**config.mk**
```make
export PLATFORM = sky130hd
export DESIGN_NAME = rme_pr_cell
export DESIGN_NICKNAME = d
export VERILOG_FILES = /design/src/sv/rotation_matrix_to_euler_unit_defines.svh /design/src/sv/rme_pkg.sv /design/src/sv/rme_pr_cell.sv
export SDC_FILE = /design/constraint.sdc
export NUM_CORES = 1
export LEC_CHECK = 0
export BUFFER_PORTS_ARGS = -buffer_cell sky130_fd_sc_hd__buf_2
export CORE_MARGIN = 2
export CORE_UTILIZATION = 54
export DETAILED_ROUTE_END_ITERATION = 7
export PLACE_DENSITY = 0.79
export SLEW_MARGIN = 10
export SYNTH_ARGS = -nofsm -noshare
export SYNTH_HDL_FRONTEND = slang
export SYNTH_MEMORY_MAX_BITS = 65536
export SYNTH_SLANG_ARGS = --single-unit
```
**constraint.sdc**
```tcl
create_clock -name clk -period 8 [get_ports clk]
set_clock_uncertainty 0.2 [all_clocks]
set_input_delay 0.8 -clock clk [delete_from_list [all_inputs] [get_ports clk]]
set_output_delay 0.8 -clock clk [all_outputs]
set_load 0.05 [all_outputs]
```
**src/sv/rotation_matrix_to_euler_unit_defines.svh**
```systemverilog
// ----------------------------------------------------------------------------
// rotation matrix to euler unit assertion macros
// concurrent assertion wrappers, removed when NO_ASSERTIONS is defined
// ----------------------------------------------------------------------------
`ifndef ROTATION_MATRIX_TO_EULER_UNIT_DEFINES_SVH
`define ROTATION_MATRIX_TO_EULER_UNIT_DEFINES_SVH

`ifndef NO_ASSERTIONS

// antecedent implies consequent in the same cycle, out of reset
`define RME_ASSERT_IMPL(lbl, ante, cons) \
  lbl: assert property (@(posedge clk) disable iff (!rst_n) (ante) |-> (cons)) \
    else $error("rme assertion failed");

// consequent holds in the cycle after reset is applied
`define RME_ASSERT_RST(lbl, cons) \
  lbl: assert property (@(posedge clk) !rst_n |=> (cons)) \
    else $error("rme reset assertion failed");

`else

`define RME_ASSERT_IMPL(lbl, ante, cons)
`define RME_ASSERT_RST(lbl, cons)

`endif

`endif

```
**src/sv/rme_pkg.sv**
```systemverilog
// ----------------------------------------------------------------------------
// rme_pkg
// types, constants and cordic helpers shared by the euler angle datapath
// ----------------------------------------------------------------------------
package rme_pkg;

  localparam int CORDIC_STAGES = 16;
  localparam int MAX_STAGES    = 24;
  localparam int NUM_STAGES    = (CORDIC_STAGES < MAX_STAGES) ? CORDIC_STAGES : MAX_STAGES;
  localparam int STG_W         = 5;

  localparam int IN_W     = 16;
  localparam int IN_SHIFT = 14;
  localparam int DW       = 34;
  localparam int ZW       = 35;

  localparam int YAW_W   = 17;
  localparam int PITCH_W = 15;
  localparam int ROLL_W  = 16;
  localparam int Q_W     = 20;

  localparam logic signed [Q_W-1:0] YAW_MIN   = -20'sd25736;
  localparam logic signed [Q_W-1:0] YAW_MAX   = 20'sd51471;
  localparam logic signed [Q_W-1:0] PITCH_MIN = -20'sd12868;
  localparam logic signed [Q_W-1:0] PITCH_MAX = 20'sd12868;
  localparam logic signed [Q_W-1:0] ROLL_MIN  = -20'sd25736;
  localparam logic signed [Q_W-1:0] ROLL_MAX  = 20'sd25736;

  localparam logic signed [ZW-1:0] PI_Q30     = 35'sd3373259426;
  localparam logic signed [ZW-1:0] TWO_PI_Q30 = 35'sd6746518852;
  localparam logic [29:0]          INV_GAIN_Q30 = 30'd652032874;
  localparam logic [28:0]          DEG_MUL_Q16  = 29'd480631834;

  localparam int CFG_IDX_W = 1;
  typedef enum logic [CFG_IDX_W-1:0] {
    CFG_WRAP_YAW,
    CFG_DEG_UNITS
  } cfg_idx_t;

  typedef logic signed [DW-1:0] dat_t;
  typedef logic signed [ZW-1:0] ang_t;
  typedef logic [STG_W-1:0]     stg_t;

  typedef struct packed {
    dat_t x;
    dat_t y;
  } pair_t;

  typedef struct packed {
    dat_t x;
    dat_t y;
    ang_t z;
    logic done;
  } vec_t;

  typedef struct packed {
    vec_t  v;
    pair_t c0;
    pair_t c1;
    dat_t  nz;
  } yaw_t;

  typedef struct packed {
    dat_t px;
    dat_t py;
    dat_t rx;
    dat_t ry;
    ang_t yaw;
  } gain_t;

  typedef struct packed {
    vec_t p;
    vec_t r;
    ang_t yaw;
  } pr_t;

  function automatic ang_t atan_q30(stg_t i);
    ang_t a;
    case (i)
      5'd0:    a = 35'sh3243F6A8;
      5'd1:    a = 35'sh1DAC6705;
      5'd2:    a = 35'sh0FADBAFC;
      5'd3:    a = 35'sh07F56EA6;
      5'd4:    a = 35'sh03FEAB76;
      5'd5:    a = 35'sh01FFD55B;
      5'd6:    a = 35'sh00FFFAAA;
      5'd7:    a = 35'sh007FFF55;
      5'd8:    a = 35'sh003FFFEA;
      5'd9:    a = 35'sh001FFFFD;
      5'd10:   a = 35'sh000FFFFF;
      5'd11:   a = 35'sh0007FFFF;
      5'd12:   a = 35'sh0003FFFF;
      5'd13:   a = 35'sh0001FFFF;
      5'd14:   a = 35'sh0000FFFF;
      5'd15:   a = 35'sh00007FFF;
      5'd16:   a = 35'sh00003FFF;
      5'd17:   a = 35'sh00001FFF;
      5'd18:   a = 35'sh00000FFF;
      5'd19:   a = 35'sh000007FF;
      5'd20:   a = 35'sh000003FF;
      5'd21:   a = 35'sh000001FF;
      5'd22:   a = 35'sh000000FF;
      5'd23:   a = 35'sh0000007F;
      default: a = '0;
    endcase
    return a;
  endfunction

  function automatic dat_t widen_in(logic signed [IN_W-1:0] v);
    dat_t r;
    r = dat_t'(v);
    return r <<< IN_SHIFT;
  endfunction

  // half-plane fold and zero check ahead of the micro-rotations
  function automatic vec_t cordic_start(dat_t x, dat_t y);
    vec_t v;
    logic neg;
    neg    = x[DW-1];
    v.x    = neg ? -x : x;
    v.y    = neg ? -y : y;
    v.z    = neg ? (y[DW-1] ? -PI_Q30 : PI_Q30) : '0;
    v.done = (y == '0);
    return v;
  endfunction

  function automatic pair_t micro_rot(pair_t p, logic up, stg_t i);
    pair_t r;
    dat_t  ax;
    dat_t  ay;
    dat_t  sx;
    dat_t  sy;
    ax  = p.x;
    ay  = p.y;
    sx  = ax >>> i;
    sy  = ay >>> i;
    r.x = up ? ax + sy : ax - sy;
    r.y = up ? ay - sx : ay + sx;
    return r;
  endfunction

  function automatic vec_t cordic_step(vec_t v, stg_t i);
    vec_t  r;
    pair_t p;
    logic  up;
    r   = v;
    up  = !v.y[DW-1];
    p.x = v.x;
    p.y = v.y;
    p   = micro_rot(p, up, i);
    if (!v.done) begin
      r.x = p.x;
      r.y = p.y;
      r.z = up ? v.z + atan_q30(i) : v.z - atan_q30(i);
    end
    return r;
  endfunction

endpackage

```
**src/sv/rme_pr_cell.sv**
```systemverilog
// ----------------------------------------------------------------------------
// rme_pr_cell
// one stage of the pitch and roll cordics side by side, yaw carried along
// ----------------------------------------------------------------------------
module rme_pr_cell import rme_pkg::*; (
  input  logic clk,
  input  logic rst_n,
  input  stg_t stage,
  input  logic in_valid,
  output logic in_ready,
  input  pr_t  in_data,
  output logic out_valid,
  input  logic out_ready,
  output pr_t  out_data
);

  pr_t  data_r, data_nxt;
  logic valid_r;

  always_comb begin
    data_nxt     = in_data;
    data_nxt.p   = cordic_step(in_data.p, stage);
    data_nxt.r   = cordic_step(in_data.r, stage);
  end

  assign in_ready  = !valid_r || out_ready;
  assign out_valid = valid_r;
  assign out_data  = data_r;

  always_ff @(posedge clk) begin
    if (!rst_n) begin
      valid_r <= 1'b0;
    end else if (in_ready) begin
      valid_r <= in_valid;
    end
  end

  always_ff @(posedge clk) begin
    if (in_ready && in_valid) begin
      data_r <= data_nxt;
    end
  end

endmodule

```
==> results of run 1 <==
## cells in the mapped netlist, types with 22 or more instances
cell type and instances:
o21ai_0 335, nor2b_1 46, edfxtp_1 243, o21a_1 43, a31oi_1 54, nor3_1 79, mux4_2 131, ha_1 213
buf_2 40, mux2i_1 123, buf_6 27, clkbuf_1 123, o31ai_1 28, a22oi_1 38, and2_1 36, nor2_1 304
o21bai_1 22, inv_1 81, nand2b_1 43, nand2_1 418, mux2_2 68, o22ai_1 37, o211ai_1 24, a211oi_1 48
nand3_1 58, a21oi_1 302, and3_1 24, xnor2_1 140, buf_1 26, nand4_1 29, a21o_1 93, xor2_1 138
## stage by stage
step | area, sq um | setup WS, ns | total power (W) | util [%]
CTS | 36900 | 0.993 | 0.00659 | 61.1
detailed placement | 36000 | 0.391 | 0.00529 | 59.6
floorplan | 32900 | 0.210 | 0.00441 | -
global placement | 36000 | 0.525 | 0.00527 | 59.6
finish | 36900 | 0.848 | 0.00665 | 61.1
global route | 36900 | 0.333 | 0.00702 | 61.1
## power groups by stage
| stage | Clock [W] | Sequential, W | Combinational, W |
|---|---|---|---|
| after floorplan | 0 | 0.00224 | 0.00217 |
| after global placement | 0 | 0.00169 | 0.00358 |
| after detailed placement | 0 | 0.00169 | 0.00360 |
| after CTS | 0.00130 | 0.00167 | 0.00362 |
| after global routing | 0.00137 | 0.00168 | 0.00396 |
| final | 0.00129 | 0.00167 | 0.00369 |
## how the worst max path moves through the flow
stage,slack [ns],end,startpoint,depth (start not counted)
floorplan,0.21,out_data[69],stage[4],31
detailed placement,0.39,out_data[135],stage[1],22
finish,0.85,out_data[138],stage[1],22
global route,0.33,out_data[242],stage[0],23
CTS,0.99,out_data[138],stage[1],22
global placement,0.52,out_data[138],stage[1],22
## logic make-up (layout without fill, tap and decap cells)
logic type / Yosys count / after routing / synth area share, %
AOI/OAI and AO/OA: 1236 / 1236 / 24.2
and+or+nand+nor: 1164 / 1164 / 16.7
muxes: 338 / 338 / 16.2
buffers and inverters: 315 / 723 / 4.73
xor gates and xnor gates: 279 / 279 / 7.45
DFF: 244 / 244 / 22.2
adders and majority gates: 219 / 219 / 8.46
other: 0 / 4 / 0
## per-layer routing
layer	vias to the layer above	track usage, %	routed length [um]
met5	-	0	12
met4	2	18.9	7300
met3	516	8.66	14400
met2	2152	58.6	54200
met1	15700	48.8	47100
li1	15300	-	-
## cell type report
class | count | area share, %
diodes | 4 | 0.0271
clock buffers | 35 | 2.06
clock inverters | 17 | 0.400
inverters | 83 | 0.845
multi-input cells | 3236 | 65.2
flip-flops and latches | 244 | 19.8
well taps | 782 | 2.65
repair buffers | 588 | 8.94
## flip-flops by register name, summed over array words and instances (netlist names)
register   count
out_valid      1
out_data     243
==> results.yml, run 1 <==
clock_tree:
  h-tree-depth: 1
  cts_buffers: 28
  clock_path_buffers: 3
  cts_resized: 0
  cts_tree: "yes"
  cts_sinks: 244
  clock_latency_ns: 0.59
  post_cts_buffers: 0
  hold_buffers: 0
  cts_root_buf: "clkbuf_16"
  clk_pin_slew_ns: 0.07
logic_synthesis:
  synth_edf_count: 243
  synth.area.top_cells: "edfxtp_1 22%, mux4_2 9.0%, ha_1 8.1%"
  yosys_warnings: 0
  synth_cell_types: 108
  synth_flop_cell: "edfxtp_1"
  seq_area_frac_synth_pct: 22.2
  synthCells: 3795
  avgSynthCellArea_sq_um: 8.67
  synth_top_area_share_pct: 22.2
  synth_seq_cells: 244
  syn_nets: 4266
  syn_area_sq_mm: 0.0329
  synthArstFlopShare_pct: 0
  synth_area_leader_cell: "edfxtp_1"
routing:
  firstDrtPassIters: 7
  drc: 0
  vias: 33700
  wirelength_mm: 123
  ant_nets: 0
  via_per_inst: 6.75
  wire_per_inst_um: 24.7
  drt-initial-drc-count: 4431
placement:
  detailed_place_hpwl_mm: 95.7
  portBuffers: 496
  place.gp.congestion: 1.05
  dp_cells: 4933
timing:
  period_minus_slack_ns: 7.15
  finalCritPeriodShare_pct: 89.4
  timing.final.hold_violations: 0
  tns_ns: 0
  grt_setup_unrepaired: "no"
  fmax_ghz: 0.140
  max_slew_margin_pct: 29.0
  slew_violations: 0
  setup_viol: 0
  worst_slew_pin_slew_ns: 1.05
  whs_ns: 0.159
layout:
  final-seq-area_sq_mm: 0.00732
  fillers: 5371
  mostFrequentLayoutCells: "487 x buf_2, 418 x nand2_1, 335 x o21ai_0"
  fin_cells: 4989
  multi_input_area_sq_mm: 0.0241
  final_layout_size_suffix_gt1_share_pct: 21.6
  final_common_cell: "buf_2"
  synthToLayoutAreaGrowth_pct: 12.1
  final_nets: 4652
power:
  p_comb_share_pct: 55.5
  clkPwrFrac_pct: 19.4
  p_sw_w: 0.00298
  vdd_drop_max_mv: 0.156
  p_leak_nw: 15.3
  switching_share_pct: 44.8
  pwr-share-seq_pct: 25.1
  powerDensity_mw_per_mm2: 180
  power.internal_w: 0.00367
setup_path:
  critPathMaxStageDelay_ns: 0.79
  reg2reg_from: "out_valid"
  cp_slowest_cell: "nor4bb_1"
  rr_worst_depth: 3
  critPathArrivalTime_ns: 7.28
  cp.required_ns: 8.13
  worst-r2r-setup-slack_ns: 5.73
  regToRegEndpoint: "out_data[108]"
  startpoint_type: "input port"
  crit_fanout: 80
  endpoint_kind: "flip-flop"
  crit_family: "compound AO/OA/AOI/OAI gates"
  timing.critical_path.cells: "buf_8, buf_4, mux4_1, a22o_1, o32ai_1, nor4bb_1, and4b_1, and2_1, a31oi_1, xnor2_1, a21o_1, ha_1, a21oi_1, o21bai_1, a21o_1, a21oi_1, o21ai_0, or3_1, o221a_2, o41ai_1, o31a_1, nand4_1"
  cp_num_buf_inv: 2
  critPathKind: "input port to flip-flop"
status:
  outcome: "complete, no violations"
worst_hold_path:
  hp-start: "in_data[19]"
  min_path_cells: 1
  hold_path.class: "input port to flip-flop"
  hold-path-endpoint: "out_data[19]"
floorplanning:
  die_width_um: 251
  initial_core_util_pct: 54.5
  io_pins: 497
  rows: 90
  dieHeight_um: 251
  die-area_sq_mm: 0.0629
  core_region_area_sq_mm: 0.0604
job:
  max_cap_violations: 0
global_route:
  grt_max_degree: 147
  grt_pass1_wl_mm: 184
  overflow: 0
  antenna_found_initial: 4
  grt_pass1_vias: 31000
  grt_usage_pct: 37.5
(Power assumes the default switching activity.)
==> run 2: changes to the inputs <==
PLACE_DENSITY = not set   (was 0.79)
PLACE_DENSITY_LB_ADDON = 0.25   (was not set)
==> run 2 against run 1 <==
Compared with the run above:
- flip-flop and latch count unchanged
- register-to-register slack about the same
- global-route usage up 0.27 points
- setup slack worse by 0.0078 ns
- wire length up 0.97%
- design area up 0.20%
- critical path type unchanged
- largest power group unchanged
- highest routed layer unchanged
==> results.yml, run 2 (synthesis gave the netlist of run 1 again) <==
power:
  vdd_drop_max_mv: 0.181
  p_leak_nw: 15.3
  switching_share_pct: 44.7
  powerDensity_mw_per_mm2: 182
  p_comb_share_pct: 55.4
  clkPwrFrac_pct: 19.8
  p_sw_w: 0.00300
  pwr-share-seq_pct: 24.9
  power.internal_w: 0.00372
layout:
  multi_input_area_sq_mm: 0.0241
  fin_cells: 4989
  largest_reg_flops: 243
  final_area_sq_mm: 0.0370
  final-seq-area_sq_mm: 0.00732
  fillers: 5372
  final_layout_size_suffix_gt1_share_pct: 21.6
  final_nets: 4654
  final_common_cell: "buf_2"
  mostFrequentLayoutCells: "487 x buf_2, 418 x nand2_1, 335 x o21ai_0"
  synthToLayoutAreaGrowth_pct: 12.3
routing:
  wire_per_inst_um: 24.9
  vias: 33400
  drt-initial-drc-count: 4310
  ant_nets: 0
  firstDrtPassIters: 7
  via_per_inst: 6.70
  wirelength_mm: 124
  drc: 0
setup_path:
  critPathArrivalTime_ns: 7.30
  cp.required_ns: 8.14
  endpoint_kind: "flip-flop"
  timing.critical_path.cells: "buf_8, buf_4, mux4_2, mux2_2, o21ba_2, a21o_1, or3_1, nor3b_2, and2_1, nand2_1, a22oi_1, o21ai_0, ha_1, nand4_1, nor4_1, o2111ai_1, a31oi_1, o31ai_1, a31oi_1, a41o_1, o211ai_1, and3_1, nor3_1, xnor2_1"
  startpoint_type: "input port"
  crit_family: "compound AO/OA/AOI/OAI gates"
  critPathMaxStageDelay_ns: 0.57
  path_common_cell: "a31oi_1"
  cp_num_buf_inv: 2
  critPathKind: "input port to flip-flop"
  cp_slowest_cell: "mux4_2"
  crit_fanout: 74
timing:
  finalCritPeriodShare_pct: 89.5
  slew_violations: 0
  grt_setup_unrepaired: "no"
  tns_ns: 0
  timing.final.hold_violations: 0
  worst_slew_pin_slew_ns: 1.28
  max_slew_margin_pct: 14.2
  period_minus_slack_ns: 7.16
  setup_viol: 0
  fmax_ghz: 0.140
floorplanning:
  rows: 90
  dieHeight_um: 251
  io_pins: 497
  die-area_sq_mm: 0.0629
  initial_core_util_pct: 54.5
  core_region_area_sq_mm: 0.0604
  die_width_um: 251
placement:
  place.gp.congestion: 1.02
  dp_cells: 4935
  detailed_place_hpwl_mm: 97.3
  portBuffers: 496
  dpl_cell_area_sq_mm: 0.0360
clock_tree:
  cts_resized: 0
  cts_tree: "yes"
  cts_sinks: 244
  clock_latency_ns: 0.58
  clock_path_buffers: 3
  cts_root_buf: "clkbuf_16"
  clk_pin_slew_ns: 0.06
  hold_buffers: 0
  cts_buffers: 28
  h-tree-depth: 1
  post_cts_buffers: 0
global_route:
  grt_usage_pct: 37.7
  grt_pass1_vias: 30700
  overflow: 0
  grt_max_degree: 153
  antenna_found_initial: 4
  grt_pass1_wl_mm: 185
job:
  max_cap_violations: 0
worst_hold_path:
  hold_path.class: "input port to flip-flop"
status:
  outcome: "complete, no violations"
-- run 2: cell types whose count changed in the layout (fill, tap and decap cells not counted), sizes merged --
| cell | change |
|---|---|
| inv | +1 |
| bufinv | +2 |
| clkbuf | -6 |
| clkinv | +2 |
| clkinvlp | +1 |
| buf | +2 |
| diode | -2 |
-- run 2: layout make-up --
cell class              count  area share [%]
diodes                      2          0.0135
clock buffers              29            1.91
clock inverters            23           0.643
inverters                  83           0.843
multi-input cells        3236            65.1
flip-flops and latches    244            19.8
well taps                 782            2.65
repair buffers            590            9.06
-- run 2: power by group through the flow --
stage	logic, W	clock network [W]	registers [W]
CTS	0.00365	0.00135	0.00167
global placement	0.00362	0	0.00169
finish	0.00372	0.00133	0.00167
floorplan	0.00217	0	0.00224
detailed placement	0.00363	0	0.00170
global route	0.00399	0.00140	0.00168
-- run 2: worst reg2reg max path, cell delays in order (launching register included) --
cell,delay [ns]
dfxtp_1,0.31
nand2b_1,0.10
and2_4,0.43
buf_12,0.50
-- run 2: path summary, 6_finish.rpt --
check | from | end | slack (ns) | cells past startpoint
worst max-delay path | stage[1] | out_data[242] | 0.84 | 24
worst min-delay path | in_data[28] | out_data[28] | 0.18 | 1
worst max register to register | out_valid | out_data[78] | 5.74 | 3
worst min register to register | out_valid | out_valid | 0.34 | 2
-- run 2: metrics by stage --
| stage | utilization, % | hold slack (ns) | worst slack (ns) | total power (W) |
|---|---|---|---|---|
| 6_report | 61.2 | 0.178 | 0.840 | 0.00672 |
| 2_1_floorplan | - | 0.699 | 0.210 | 0.00441 |
| 4_1_cts | 61.2 | 0.155 | 0.983 | 0.00667 |
| 3_5_place_dp | 59.7 | 0.340 | 0.357 | 0.00533 |
| 5_1_grt | 61.2 | 0.161 | 0.336 | 0.00707 |
| 3_3_place_gp | 59.7 | 0.334 | 0.545 | 0.00531 |
-- run 2: layer usage --
layer	global-route usage, %	share of wire [%]	routed length (um)	vias up
met3	7.09	10	12600	405
li1	-	-	-	15300
met4	15.7	4.8	6000	2
met5	0	0.014	17	-
met1	49.5	39	49000	15700
met2	61.3	46	56500	1988
